[config.mk]
export PLATFORM = sky130hd
export DESIGN_NAME = x86_instruction_length_decoder
export DESIGN_NICKNAME = d
export VERILOG_FILES = /design/src/rtl/xild_pkg.sv /design/src/rtl/x86_instruction_length_decoder.sv
export SDC_FILE = /design/constraint.sdc
export NUM_CORES = 1
export LEC_CHECK = 0
export BUFFER_PORTS_ARGS = -buffer_cell sky130_fd_sc_hd__buf_2
export CORE_UTILIZATION = 40
export DETAILED_ROUTE_END_ITERATION = 10
export PLACE_DENSITY = 0.61
export SLEW_MARGIN = 20
export SYNTH_ARGS = -nofsm -noshare
export SYNTH_HDL_FRONTEND = slang
export SYNTH_SLANG_ARGS = --single-unit
[constraint.sdc]
create_clock -name clk_i -period 6.8 [get_ports clk_i]
set_input_delay 1.02 -clock clk_i [delete_from_list [all_inputs] [get_ports clk_i]]
set_output_delay 1.02 -clock clk_i [all_outputs]
set_load 0.05 [all_outputs]
[src/rtl/xild_pkg.sv]
// shared types and constants for the x86 instruction length decoder
package xild_pkg;

  localparam int unsigned InDataW  = 72;
  localparam int unsigned OutDataW = 112;

  typedef enum logic [2:0] {
    PH_PREFIX,
    PH_OP2,
    PH_MODRM,
    PH_SIB,
    PH_DISP,
    PH_IMM
  } phase_e;

  typedef enum logic [1:0] {
    FLOW_PLAIN = 2'd0,
    FLOW_CALL  = 2'd1,
    FLOW_JUMP  = 2'd2,
    FLOW_RET   = 2'd3
  } flow_e;

  localparam logic [7:0] OpOpsize = 8'h66;
  localparam logic [7:0] OpRep    = 8'hF3;
  localparam logic [7:0] OpRepne  = 8'hF2;
  localparam logic [7:0] OpCall   = 8'hE8;
  localparam logic [7:0] OpJmp32  = 8'hE9;
  localparam logic [7:0] OpJmp8   = 8'hEB;
  localparam logic [7:0] OpEsc    = 8'h0F;
  localparam logic [7:0] OpMovImm = 8'hC7;
  localparam logic [7:0] OpLea    = 8'h8D;
  localparam logic [7:0] OpGrp5   = 8'hFF;
  localparam logic [7:0] OpRet    = 8'hC3;
  localparam logic [7:0] OpRetImm = 8'hC2;

  // what the opcode asks for after itself
  typedef struct packed {
    logic       done;
    logic       esc;
    logic       modrm;
    logic [3:0] imm;
    logic [2:0] rel;
    flow_e      flow;
  } op_plan_t;

  function automatic logic [3:0] imm_full(input logic rex_w, input logic f66);
    return (!rex_w && f66) ? 4'd2 : 4'd4;
  endfunction

  function automatic op_plan_t dec_primary(input logic [7:0] op, input logic rex_w,
                                           input logic f66);
    op_plan_t p;
    p = '{done: 1'b0, esc: 1'b0, modrm: 1'b0, imm: 4'd0, rel: 3'd0, flow: FLOW_PLAIN};
    priority case (1'b1)
      op == OpRet || op == 8'hCB: begin
        p.done = 1'b1;
        p.flow = FLOW_RET;
      end
      op == OpRetImm || op == 8'hCA: begin
        p.imm  = 4'd2;
        p.flow = FLOW_RET;
      end
      op == OpCall: begin
        p.rel  = 3'd4;
        p.flow = FLOW_CALL;
      end
      op == OpJmp32: begin
        p.rel  = 3'd4;
        p.flow = FLOW_JUMP;
      end
      op == OpJmp8: begin
        p.rel  = 3'd1;
        p.flow = FLOW_JUMP;
      end
      op == 8'h68: p.imm = 4'd4;
      op == 8'h6A: p.imm = 4'd1;
      op == OpEsc: p.esc = 1'b1;
      op == 8'h88 || op == 8'h89 || op == 8'h8A || op == 8'h8B || op == OpLea ||
      op == 8'h84 || op == 8'h85 || op == OpGrp5 || op == 8'hD0 || op == 8'hD1 ||
      op == 8'hD2 || op == 8'hD3 || op == 8'hF6 || op == 8'hF7:
        p.modrm = 1'b1;
      op == 8'hC6 || op == 8'h6B || op == 8'h80 || op == 8'h82 || op == 8'h83 ||
      op == 8'hC0 || op == 8'hC1: begin
        p.modrm = 1'b1;
        p.imm   = 4'd1;
      end
      op == OpMovImm || op == 8'h81: begin
        p.modrm = 1'b1;
        p.imm   = imm_full(rex_w, f66);
      end
      op == 8'h69: begin
        p.modrm = 1'b1;
        p.imm   = 4'd4;
      end
      op[7:4] == 4'h7: begin
        p.rel  = 3'd1;
        p.flow = FLOW_JUMP;
      end
      op[7:6] == 2'b00 && op[2] == 1'b0: p.modrm = 1'b1;
      op[7:6] == 2'b00 && op[2:0] == 3'd4: p.imm = 4'd1;
      op[7:6] == 2'b00 && op[2:0] == 3'd5: p.imm = imm_full(rex_w, f66);
      op[7:6] == 2'b00: p.done = 1'b1;
      op[7:3] == 5'b10110: p.imm = 4'd1;
      op[7:3] == 5'b10111: p.imm = rex_w ? 4'd8 : imm_full(rex_w, f66);
      default: p.done = 1'b1;
    endcase
    return p;
  endfunction

  function automatic op_plan_t dec_second(input logic [7:0] op2);
    op_plan_t p;
    p = '{done: 1'b0, esc: 1'b0, modrm: 1'b0, imm: 4'd0, rel: 3'd0, flow: FLOW_PLAIN};
    priority case (1'b1)
      op2 == 8'h1F || op2 == 8'h1E || op2[7:4] == 4'h4 || op2 == 8'hAF ||
      op2 == 8'hB6 || op2 == 8'hBE || op2 == 8'hB7 || op2 == 8'hBF:
        p.modrm = 1'b1;
      op2[7:4] == 4'h8: begin
        p.rel  = 3'd4;
        p.flow = FLOW_JUMP;
      end
      default: p.done = 1'b1;
    endcase
    return p;
  endfunction

  function automatic logic [3:0] disp_size(input logic [1:0] md, input logic [2:0] base);
    logic [3:0] n;
    unique case (md)
      2'd1:    n = 4'd1;
      2'd2:    n = 4'd4;
      default: n = (base == 3'd5) ? 4'd4 : 4'd0;
    endcase
    return n;
  endfunction

endpackage

[src/rtl/x86_instruction_length_decoder.sv]
// byte-serial x86-64 instruction length decoder
//
// channel  dir  tdata (low bit up)                                      tlast
// s_axis   in   code_byte[7:0] insn_addr[71:8]                          last_byte
// m_axis   out  see m_axis_tdata_o                                      -
//
// one code byte per cycle; a result leaves a register in the cycle after the byte
// that completes an instruction or has tlast set. the byte parser state and the
// 64-bit target adder sit between the input handshake and the result register.
// reset returns the parser to the prefix phase with all fields cleared.
// a stalled result holds input only when the result register is still full.
module x86_instruction_length_decoder
  import xild_pkg::*;
(
  input  logic                clk_i,
  input  logic                rst_ni,
  input  logic                s_axis_tvalid_i,
  output logic                s_axis_tready_o,
  input  logic [InDataW-1:0]  s_axis_tdata_i,  // code_byte, insn_addr
  input  logic                s_axis_tlast_i,  // last_byte
  output logic                m_axis_tvalid_o,
  input  logic                m_axis_tready_i,
  // insn_length, flow_class, has_target, branch_target, primary_opcode, escaped,
  // second_opcode, has_modrm, modrm_value, rex_bits, operand_width, truncated, pad
  output logic [OutDataW-1:0] m_axis_tdata_o
);

  phase_e      phase_q, phase_d;
  logic [7:0]  cnt_q, cnt_d;
  logic [63:0] start_q, start_d;
  logic [3:0]  rex_q, rex_d;
  logic        f66_q, f66_d;
  logic [7:0]  op1_q, op1_d, op2_q, op2_d, modrm_q, modrm_d;
  logic [3:0]  left_q, left_d, pend_q, pend_d;
  logic [31:0] disp_q, disp_d;
  logic [2:0]  rel_q, rel_d;
  logic        seen_q, seen_d;
  flow_e       flow_q, flow_d;

  logic                out_valid_q;
  logic [OutDataW-1:0] out_data_q;

  logic        accept, done, trunc;
  logic [7:0]  b;
  op_plan_t    pl;
  logic [3:0]  dn, left_dec;
  logic [1:0]  idx;
  logic [7:0]  o_op1, o_op2, o_modrm;
  logic        o_seen;
  logic [63:0] rel_ext, target;
  logic [1:0]  opw;

  assign s_axis_tready_o = !out_valid_q || m_axis_tready_i;
  assign accept          = s_axis_tvalid_i && s_axis_tready_o;
  assign b               = s_axis_tdata_i[7:0];
  assign m_axis_tvalid_o = out_valid_q;
  assign m_axis_tdata_o  = out_data_q;

  always_comb begin
    phase_d  = phase_q;
    cnt_d    = (cnt_q == 8'd255) ? cnt_q : cnt_q + 8'd1;
    start_d  = (phase_q == PH_PREFIX && cnt_q == 8'd0) ? s_axis_tdata_i[71:8] : start_q;
    rex_d    = rex_q;
    f66_d    = f66_q;
    op1_d    = op1_q;
    op2_d    = op2_q;
    modrm_d  = modrm_q;
    left_d   = left_q;
    pend_d   = pend_q;
    disp_d   = disp_q;
    rel_d    = rel_q;
    seen_d   = seen_q;
    flow_d   = flow_q;
    done     = 1'b0;
    pl       = dec_primary(b, rex_q[3], f66_q);
    dn       = 4'd0;
    left_dec = (left_q != 4'd0) ? left_q - 4'd1 : 4'd0;
    idx      = 2'(rel_q - 3'(left_q));
    unique case (phase_q)
      PH_PREFIX: begin
        priority case (1'b1)
          b == OpOpsize: f66_d = 1'b1;
          b == OpRep || b == OpRepne: ;
          b == 8'h26 || b == 8'h2E || b == 8'h36 || b == 8'h3E || b == 8'h64 ||
          b == 8'h65: ;
          b[7:4] == 4'h4: rex_d = b[3:0];
          default: begin
            op1_d  = b;
            flow_d = pl.flow;
            rel_d  = pl.rel;
            pend_d = (pl.rel != 3'd0) ? {1'b0, pl.rel} : pl.imm;
            priority case (1'b1)
              pl.done:  done = 1'b1;
              pl.esc:   phase_d = PH_OP2;
              pl.modrm: phase_d = PH_MODRM;
              pend_d == 4'd0: done = 1'b1;
              default: begin
                phase_d = PH_IMM;
                left_d  = pend_d;
              end
            endcase
          end
        endcase
      end
      PH_OP2: begin
        pl     = dec_second(b);
        op2_d  = b;
        flow_d = pl.flow;
        rel_d  = pl.rel;
        pend_d = (pl.rel != 3'd0) ? {1'b0, pl.rel} : pl.imm;
        priority case (1'b1)
          pl.done:  done = 1'b1;
          pl.modrm: phase_d = PH_MODRM;
          default: begin
            phase_d = PH_IMM;
            left_d  = pend_d;
          end
        endcase
      end
      PH_MODRM, PH_SIB: begin
        if (phase_q == PH_MODRM) begin
          modrm_d = b;
          seen_d  = 1'b1;
          if (op1_q == 8'hF6 && b[5:3] == 3'd0) pend_d = 4'd1;
          if (op1_q == 8'hF7 && b[5:3] == 3'd0) pend_d = imm_full(rex_q[3], f66_q);
          if (op1_q == OpGrp5 && b[5:3] == 3'd2) flow_d = FLOW_CALL;
          if (op1_q == OpGrp5 && b[5:3] == 3'd4) flow_d = FLOW_JUMP;
          dn = (b[7:6] == 2'd3) ? 4'd0 : disp_size(b[7:6], b[2:0]);
        end else begin
          dn = disp_size(modrm_q[7:6], b[2:0]);
        end
        priority case (1'b1)
          phase_q == PH_MODRM && b[7:6] != 2'd3 && b[2:0] == 3'd4: phase_d = PH_SIB;
          dn != 4'd0: begin
            phase_d = PH_DISP;
            left_d  = dn;
          end
          pend_d == 4'd0: done = 1'b1;
          default: begin
            phase_d = PH_IMM;
            left_d  = pend_d;
          end
        endcase
      end
      PH_DISP: begin
        left_d = left_dec;
        if (left_dec == 4'd0) begin
          if (pend_q == 4'd0) begin
            done = 1'b1;
          end else begin
            phase_d = PH_IMM;
            left_d  = pend_q;
          end
        end
      end
      default: begin
        if (rel_q != 3'd0 && left_q != 4'd0 && {1'b0, left_q} <= {2'b0, rel_q})
          disp_d = disp_q | (32'(b) << {idx, 3'b000});
        left_d = left_dec;
        done   = (left_dec == 4'd0);
      end
    endcase
  end

  // missing bytes read as zero: only the opcode and modrm fields can still change
  always_comb begin
    trunc   = s_axis_tlast_i && !done;
    o_op1   = op1_d;
    o_op2   = op2_d;
    o_modrm = modrm_d;
    o_seen  = seen_d;
    if (trunc) begin
      unique case (phase_d)
        PH_PREFIX: begin
          o_op1   = 8'h00;
          o_seen  = 1'b1;
          o_modrm = 8'h00;
        end
        PH_OP2: o_op2 = 8'h00;
        PH_MODRM: begin
          o_seen  = 1'b1;
          o_modrm = 8'h00;
        end
        default: ;
      endcase
    end
    rel_ext = (rel_d == 3'd1) ? {{56{disp_d[7]}}, disp_d[7:0]} : {{32{disp_d[31]}}, disp_d};
    target  = (rel_d != 3'd0) ? start_d + {56'd0, cnt_d} + rel_ext : 64'd0;
    opw     = rex_d[3] ? 2'd2 : (f66_d ? 2'd0 : 2'd1);
  end

  always_ff @(posedge clk_i or negedge rst_ni) begin
    if (!rst_ni) begin
      phase_q <= PH_PREFIX;
      cnt_q   <= 8'd0;
      start_q <= 64'd0;
      rex_q   <= 4'd0;
      f66_q   <= 1'b0;
      op1_q   <= 8'd0;
      op2_q   <= 8'd0;
      modrm_q <= 8'd0;
      left_q  <= 4'd0;
      pend_q  <= 4'd0;
      disp_q  <= 32'd0;
      rel_q   <= 3'd0;
      seen_q  <= 1'b0;
      flow_q  <= FLOW_PLAIN;
      out_valid_q <= 1'b0;
    end else begin
      if (accept && (done || s_axis_tlast_i)) begin
        out_valid_q <= 1'b1;
      end else if (m_axis_tready_i) begin
        out_valid_q <= 1'b0;
      end
      if (accept) begin
        start_q <= start_d;
        if (done || s_axis_tlast_i) begin
          phase_q <= PH_PREFIX;
          cnt_q   <= 8'd0;
          rex_q   <= 4'd0;
          f66_q   <= 1'b0;
          op1_q   <= 8'd0;
          op2_q   <= 8'd0;
          modrm_q <= 8'd0;
          left_q  <= 4'd0;
          pend_q  <= 4'd0;
          disp_q  <= 32'd0;
          rel_q   <= 3'd0;
          seen_q  <= 1'b0;
          flow_q  <= FLOW_PLAIN;
        end else begin
          phase_q <= phase_d;
          cnt_q   <= cnt_d;
          rex_q   <= rex_d;
          f66_q   <= f66_d;
          op1_q   <= op1_d;
          op2_q   <= op2_d;
          modrm_q <= modrm_d;
          left_q  <= left_d;
          pend_q  <= pend_d;
          disp_q  <= disp_d;
          rel_q   <= rel_d;
          seen_q  <= seen_d;
          flow_q  <= flow_d;
        end
      end
    end
  end

  always_ff @(posedge clk_i) begin
    if (accept && (done || s_axis_tlast_i)) begin
      out_data_q <= {4'd0, trunc, opw, rex_d, o_modrm, o_seen, o_op2,
                     (o_op1 == OpEsc), o_op1, target, (rel_d != 3'd0), flow_d, cnt_d};
    end
  end

endmodule
==> results of run 1 <==
per-layer routing:
layer | share of wire | up-vias | track usage
met5 | 0 | - | 0
met4 | 0.021 | 0 | 0.0567
met3 | 0.055 | 70 | 0.0251
li1 | - | 7375 | -
met1 | 0.46 | 7272 | 0.325
met2 | 0.46 | 468 | 0.390
cell type report:
type | instances | area share
Clock inverter | 10 | 0.00578
Multi-Input combinational cell | 1509 | 0.477
Tap cell | 585 | 0.0356
Clock buffer | 43 | 0.0439
Inverter | 56 | 0.0105
Sequential cell | 259 | 0.341
Antenna cell | 1 | 0.000122
Timing Repair Buffer | 294 | 0.0862
power groups by stage:
stage                     clock network [mW]  logic [mW]  registers [mW]
after floorplan                            0        2.02            2.49
after global placement                     0        3.29            2.15
after global routing                    1.75        3.69            2.17
after detailed placement                   0        3.33            2.17
final                                   1.66        3.34            2.14
after CTS                               1.70        3.35            2.14
worst register-to-register path: stages, from the launching register on:
cell	delay (ps)
dfrtp_1	480
inv_1	130
ha_1	260
nor2b_1	160
a211o_1	330
nor4_2	600
a21oi_2	360
buf_4	280
a21oi_1	210
ha_1	280
ha_1	310
buf_4	150
a21oi_1	340
nand4_1	120
a21oi_1	200
and3b_1	260
o31ai_1	350
buf_4	190
a21oi_1	90
a311o_1	410
and3_1	180
nor4_1	270
cells in the mapped netlist, types with 9 or more instances:
cell type,count
xnor2_1,30
edfxtp_1,108
mux2i_1,15
clkbuf_1,62
o21ai_0,81
a21o_1,26
and3_1,14
nor3_1,37
or3_1,11
nand4_1,18
nand2b_1,27
fa_1,9
and2_1,15
mux2_2,63
dfrtp_1,151
o21a_1,15
a21oi_1,187
nand3_1,25
xor2_1,24
o211ai_1,10
nor2_1,158
o31ai_1,16
inv_1,54
or2_2,10
nor2b_1,15
nand2_1,351
a22o_1,24
ha_1,132
a31oi_1,9
a211oi_1,33
buf_2,24
nor4_1,13
state kept, by name, summed over array words and instances (netlist names), 3 cells and up:
signal	flops
pend_q	4
phase_q	3
op1_q	8
cnt_q	8
rex_q	4
m_axis_tdata_o	108
start_q	64
modrm_q	8
left_q	4
rel_q	3
disp_q	32
op2_q	8
final timing paths:
check	slack, ps	end	cells after the start	startpoint
max	320	m_axis_tdata_o[71]	25	s_axis_tdata_i[7]
min	460	start_q[55]	1	rst_ni
max reg2reg	640	m_axis_tdata_o[71]	21	left_q[0]
min reg2reg	470	start_q[2]	2	start_q[2]
max in group asynchronous	5190	modrm_q[1]	2	rst_ni
min in group clk_i	470	start_q[2]	2	start_q[2]
layout by cell type, fill, tap and decap left out, types with 18 or more instances in the layout:
master and count:
a211oi_1 33, a21o_1 26, a21oi_1 186, a22o_1 24, buf_2 185, buf_4 106
clkbuf_16 33, dfrtp_1 151, edfxtp_1 108, ha_1 132, inv_1 54, mux2_2 63
nand2_1 350, nand2b_1 27, nand3_1 24, nand4_1 18, nor2_1 158, nor3_1 37
o21ai_0 81, xnor2_1 30, xor2_1 24
cells by family (layout without fill, tap and decap cells):
| family | after synthesis | count (layout) | synth area share |
|---|---|---|---|
| fa+ha+maj | 141 | 141 | 0.105 |
| simple gates | 741 | 741 | 0.196 |
| flops | 259 | 259 | 0.403 |
| mux | 78 | 78 | 0.0493 |
| compound gates | 491 | 491 | 0.181 |
| buf+inv | 157 | 403 | 0.0373 |
| xor+xnor | 54 | 54 | 0.0271 |
| other cells | 1 | 5 | 0.000215 |
stage by stage:
step	area [sq um]	power, mW	TNS, ps
after CTS	20600	7.19	0
final	20600	7.14	0
after detailed placement	19500	5.50	-571
after global routing	20600	7.61	0
after global placement	19500	5.45	-252
after floorplan	17400	4.51	0
==> flow_metrics.py, run 1 <==
metrics = {
    "outcome": {
        "status": "complete, no violations",
    },
    "placed_design": {
        "dpl_worst_slack_ps": -222,
        "dp_hpwl_um": 38700,
        "io_buffers": 186,
        "place_inst": 2703,
        "gp_congestion": 0.969,
    },
    "setup_path": {
        "path_max_fanout": 9,
        "cp_num_buf_inv": 6,
        "slowest_delay_ps": 680,
        "end_kind": "flip-flop",
        "crit_required_ps": 7170,
        "path_delay_family": "compound AO/OA/AOI/OAI gates",
        "crit_arrival_ps": 6850,
        "cp_common_cell": "a21oi_1",
        "crit_slowest_cell": "nor3_1",
        "worstSetupPathType": "primary input to flip-flop",
        "critPathLaunchType": "primary input",
    },
    "clock_tree": {
        "cts_buffers": 29,
        "clk_pin_slew_ps": 60,
        "clock_sinks": 259,
        "cts_htree_levels": 1,
        "cts_tree": "built",
        "clkLatencyLatePin_ps": 570,
        "cts_setup_buffers": 0,
        "cts_buffer_depth": 3,
        "ctsResizeCount": 0,
        "clockRootBuffer": "clkbuf_16",
        "hold_buffers": 0,
    },
    "cells_and_area": {
        "fillers": 4186,
        "fin_util": 0.479,
        "syn2layout_area_growth_pct": 18.1,
        "seqCellArea_sq_um": 7020,
        "nets": 2367,
        "layout.cells.non_filler": 2757,
        "drive_above_1_share": 0.207,
        "multi_input_area_sq_um": 9800,
    },
    "global_routing": {
        "grt_pass1_wl_um": 82500,
        "overflow": 0,
        "antenna_found_initial": 0,
        "grt.total_usage": 0.234,
        "grt_max_degree": 75,
        "grt_pass1_vias": 15100,
    },
    "yosys": {
        "synth_area_sq_um": 17400,
        "netlist_instances": 1922,
        "yosys.area.top_type": "dfrtp_1",
        "ys.flop_type": "dfrtp_1",
        "ys_warn_count": 0,
        "synthTopCellsByArea": "dfrtp_1, edfxtp_1, ha_1",
        "yosysSeqAreaShare": 0.403,
        "async_flop_share": 0.583,
        "yosys.cell_types.count": 96,
        "yosys_register_bits": 259,
        "synth_edf_count": 108,
        "synth.avg_cell_area_sq_um": 9.07,
        "yosysTopAreaCellShare": 0.217,
    },
    "power_and_ir_drop": {
        "clkPwrFrac": 0.233,
        "pwr-share-comb": 0.468,
        "peakVddDrop_v": 0.000245,
        "switching_share": 0.409,
        "p_leak_nw": 9.44,
        "power_density_nw_per_um2": 347,
        "power.switching_mw": 2.92,
        "p_int_mw": 4.22,
        "p_seq_frac": 0.300,
    },
    "timing": {
        "slew_viol_final": 0,
        "post-route-period-util": 0.953,
        "rsz0062_at_grt": "no",
        "worst_slack_ps": 318,
        "hold_viol_final": 0,
        "hold_ws_ps": 462,
        "slew_headroom": 0.321,
        "fin_crit_ps": 6480,
        "tightest_slew_ps": 1010,
        "finClkSkew_ps": 15.7,
        "setup_viol": 0,
        "fmax_ghz": 0.154,
    },
    "min_path": {
        "min_path_type": "primary input to asynchronous set/reset pin",
    },
    "die": {
        "core_area_sq_um": 43000,
        "die_h_um": 211,
        "rows": 76,
        "die-area_sq_um": 44400,
        "die_w_um": 211,
        "pin_count": 191,
        "initial_utilization": 0.405,
    },
    "routing": {
        "drt-total-wl_um": 51900,
        "first_iter_violations": 1076,
        "wire_per_inst_um": 18.8,
        "firstDrtPassIters": 5,
        "drc_errors": 0,
        "vias": 15200,
        "post_drt_via_cell_ratio": 5.51,
        "drt.antenna.violating_nets": 0,
    },
    "run": {
        "maxCapViolations": 0,
    },
}
(Power assumes the default switching activity.)
==> inputs of run 2 (changes only) <==
--- a/config.mk
+++ b/config.mk
@@ -5,6 +5,7 @@
 export SDC_FILE = /design/constraint.sdc
 export NUM_CORES = 1
 export LEC_CHECK = 0
+export ABC_CLOCK_PERIOD_IN_PS = 6800
 export BUFFER_PORTS_ARGS = -buffer_cell sky130_fd_sc_hd__buf_2
 export CORE_UTILIZATION = 40
 export DETAILED_ROUTE_END_ITERATION = 10
==> constraint.sdc (replaced) <==
create_clock -name clk_i -period 6.8 [get_ports clk_i]
set_input_delay 1.36 -clock clk_i [delete_from_list [all_inputs] [get_ports clk_i]]
set_output_delay 1.36 -clock clk_i [all_outputs]
set_load 0.05 [all_outputs]
==> flow_metrics.py, run 2 (same netlist as run 1, synthesis figures left out) <==
metrics = {
    "outcome": {
        "status": "complete, no violations",
    },
    "timing": {
        "post-route-period-util": 0.942,
        "rsz0062_at_grt": "no",
        "fin_setup_tns_ps": 0,
        "fin_crit_ps": 6400,
        "worst_slack_ps": 395,
        "setup_viol": 0,
        "tightest_slew_ps": 956,
        "slew_viol_final": 0,
        "finClkSkew_ps": 23.9,
        "fmax_ghz": 0.156,
        "slew_headroom": 0.358,
        "hold_viol_final": 0,
    },
    "routing": {
        "first_iter_violations": 950,
        "wire_per_inst_um": 18.2,
        "drt.antenna.violating_nets": 0,
        "drc_errors": 0,
        "firstDrtPassIters": 5,
        "drt-total-wl_um": 50900,
        "vias": 15200,
        "post_drt_via_cell_ratio": 5.44,
    },
    "die": {
        "rows": 76,
        "initial_utilization": 0.405,
        "die-area_sq_um": 44400,
        "pin_count": 191,
        "die_h_um": 211,
        "die_w_um": 211,
        "core_area_sq_um": 43000,
    },
    "cells_and_area": {
        "fillers": 4072,
        "fin_util": 0.488,
        "layout_common_cells": "nand2_1, a21oi_1, buf_2",
        "largest_reg_flops": 108,
        "n_antenna_cell": 0,
        "nets": 2404,
        "drive_above_1_share": 0.223,
        "final_common_cell": "nand2_1",
        "syn2layout_area_growth_pct": 20.4,
    },
    "clock_tree": {
        "ctsResizeCount": 0,
        "hold_buffers": 0,
        "clkLatencyLatePin_ps": 590,
        "clock_sinks": 259,
        "cts_buffers": 29,
        "clk_pin_slew_ps": 60,
        "clockRootBuffer": "clkbuf_16",
        "cts_buffer_depth": 3,
        "cts_tree": "built",
        "cts_setup_buffers": 0,
        "cts_htree_levels": 1,
    },
    "global_routing": {
        "overflow": 0,
        "grt_max_degree": 65,
        "grt_pass1_wl_um": 82200,
        "antenna_found_initial": 0,
        "grt_pass1_vias": 15200,
        "grt.total_usage": 0.232,
    },
    "setup_path": {
        "r2r_end": "m_axis_tdata_o[40]",
        "cp_common_cell": "o21ai_0",
        "slowest_delay_ps": 630,
        "critPathLaunch": "s_axis_tdata_i[7]",
        "worstSetupPathType": "primary input to flip-flop",
        "path_max_fanout": 23,
        "crit_required_ps": 7110,
        "path_delay_family": "compound AO/OA/AOI/OAI gates",
        "cp_cell_sequence": "buf_2 > inv_1 > ha_4 > or3b_2 > a221oi_2 > nor3_2 > o31a_1 > o21ai_0 > o211a_1 > buf_12 > a211oi_1 > a21oi_1 > ha_1 > ha_1 > o21ai_0 > a21oi_1 > o21a_1 > o21ai_0 > a2111oi_0 > buf_4 > nor3b_1 > o41ai_1 > xnor2_1 > nor2_1",
        "r2r_setup_slack_ps": 430,
        "crit_arrival_ps": 6720,
        "crit_slowest_cell": "a2111oi_0",
        "cp_num_buf_inv": 4,
        "critPathLaunchType": "primary input",
        "end_kind": "flip-flop",
        "r2r-start": "left_q[0]",
        "ff2ff_path_depth": 21,
    },
    "placed_design": {
        "gp_congestion": 0.945,
        "dp_hpwl_um": 38500,
        "io_buffers": 186,
        "dpl_worst_slack_ps": -325,
    },
    "min_path": {
        "holdPathEnd": "start_q[58]",
        "min_path_type": "flip-flop to flip-flop",
        "min_from": "start_q[58]",
        "hold_depth": 2,
    },
    "run": {
        "maxCapViolations": 0,
    },
    "power_and_ir_drop": {
        "p_total_mw": 7.36,
        "peakVddDrop_v": 0.000216,
        "power_density_nw_per_um2": 351,
        "p_leak_nw": 9.67,
    },
}
## run 2: cell types whose count changed in the layout (fill, tap and decap cells not counted), sizes merged
cell / previous run / this run
buf: 294 / 331
bufinv: 2 / 6
clkbuf: 43 / 39
clkinv: 5 / 4
diode: 1 / 0
inv: 58 / 60
## run 2: layer usage
metal  global-route usage  wire, um  vias up
li1                     -         -     7448
met1                0.318     23500     7215
met2                0.384     23500      470
met3               0.0287      2740       74
met4               0.0642      1160        0
met5                    0         0        -
## run 2: report_power, final
part           leakage (nW)  switching (mW)  total [mW]  internal [mW]
clock                 0.545           0.675        1.80           1.13
combinational          6.07            2.12        3.42           1.30
sequential             3.06           0.153        2.14           1.99
total                  9.67            2.94        7.36           4.42
## run 2: cell type report
cell class                 instances  area, sq um  share of cell area
sequential                       259         7020               0.335
tap                              585          732              0.0349
inverter                          56          215              0.0103
timing repair buffer             331         2060              0.0984
multi-input combinational       1509         9830               0.469
clock buffer                      39          868              0.0414
clock inverter                    15          246              0.0117
## run 2: how the worst max path moves through the flow
stage                    endpoint  slack, ps  cells past startpoint
6_report       m_axis_tdata_o[40]        400                     24
3_3_place_gp   m_axis_tdata_o[40]       -260                     24
2_1_floorplan  m_axis_tdata_o[74]          8                     22
3_5_place_dp   m_axis_tdata_o[40]       -330                     24
4_1_cts        m_axis_tdata_o[40]        250                     24
5_1_grt        m_axis_tdata_o[69]         20                     25
## run 2: metrics by stage
step / cells / instance area, sq um / hold slack, ps
after floorplan: 1925 / 17500 / 440
after global placement: 2740 / 19900 / 451
after detailed placement: 2740 / 19900 / 457
after CTS: 2794 / 21000 / 472
after global routing: 2794 / 21000 / 487
final: 2794 / 21000 / 467
## run 2: worst reg2reg max path, delay by kind of cell, from the launching register on
family	cells	cell delay, ps
flip-flops	1	490
XOR/XNOR	1	210
AND/OR/NAND/NOR	5	1150
buffers and inverters	4	500
adder cells (fa/ha/maj)	4	1330
AO/OA/AOI/OAI	7	2420
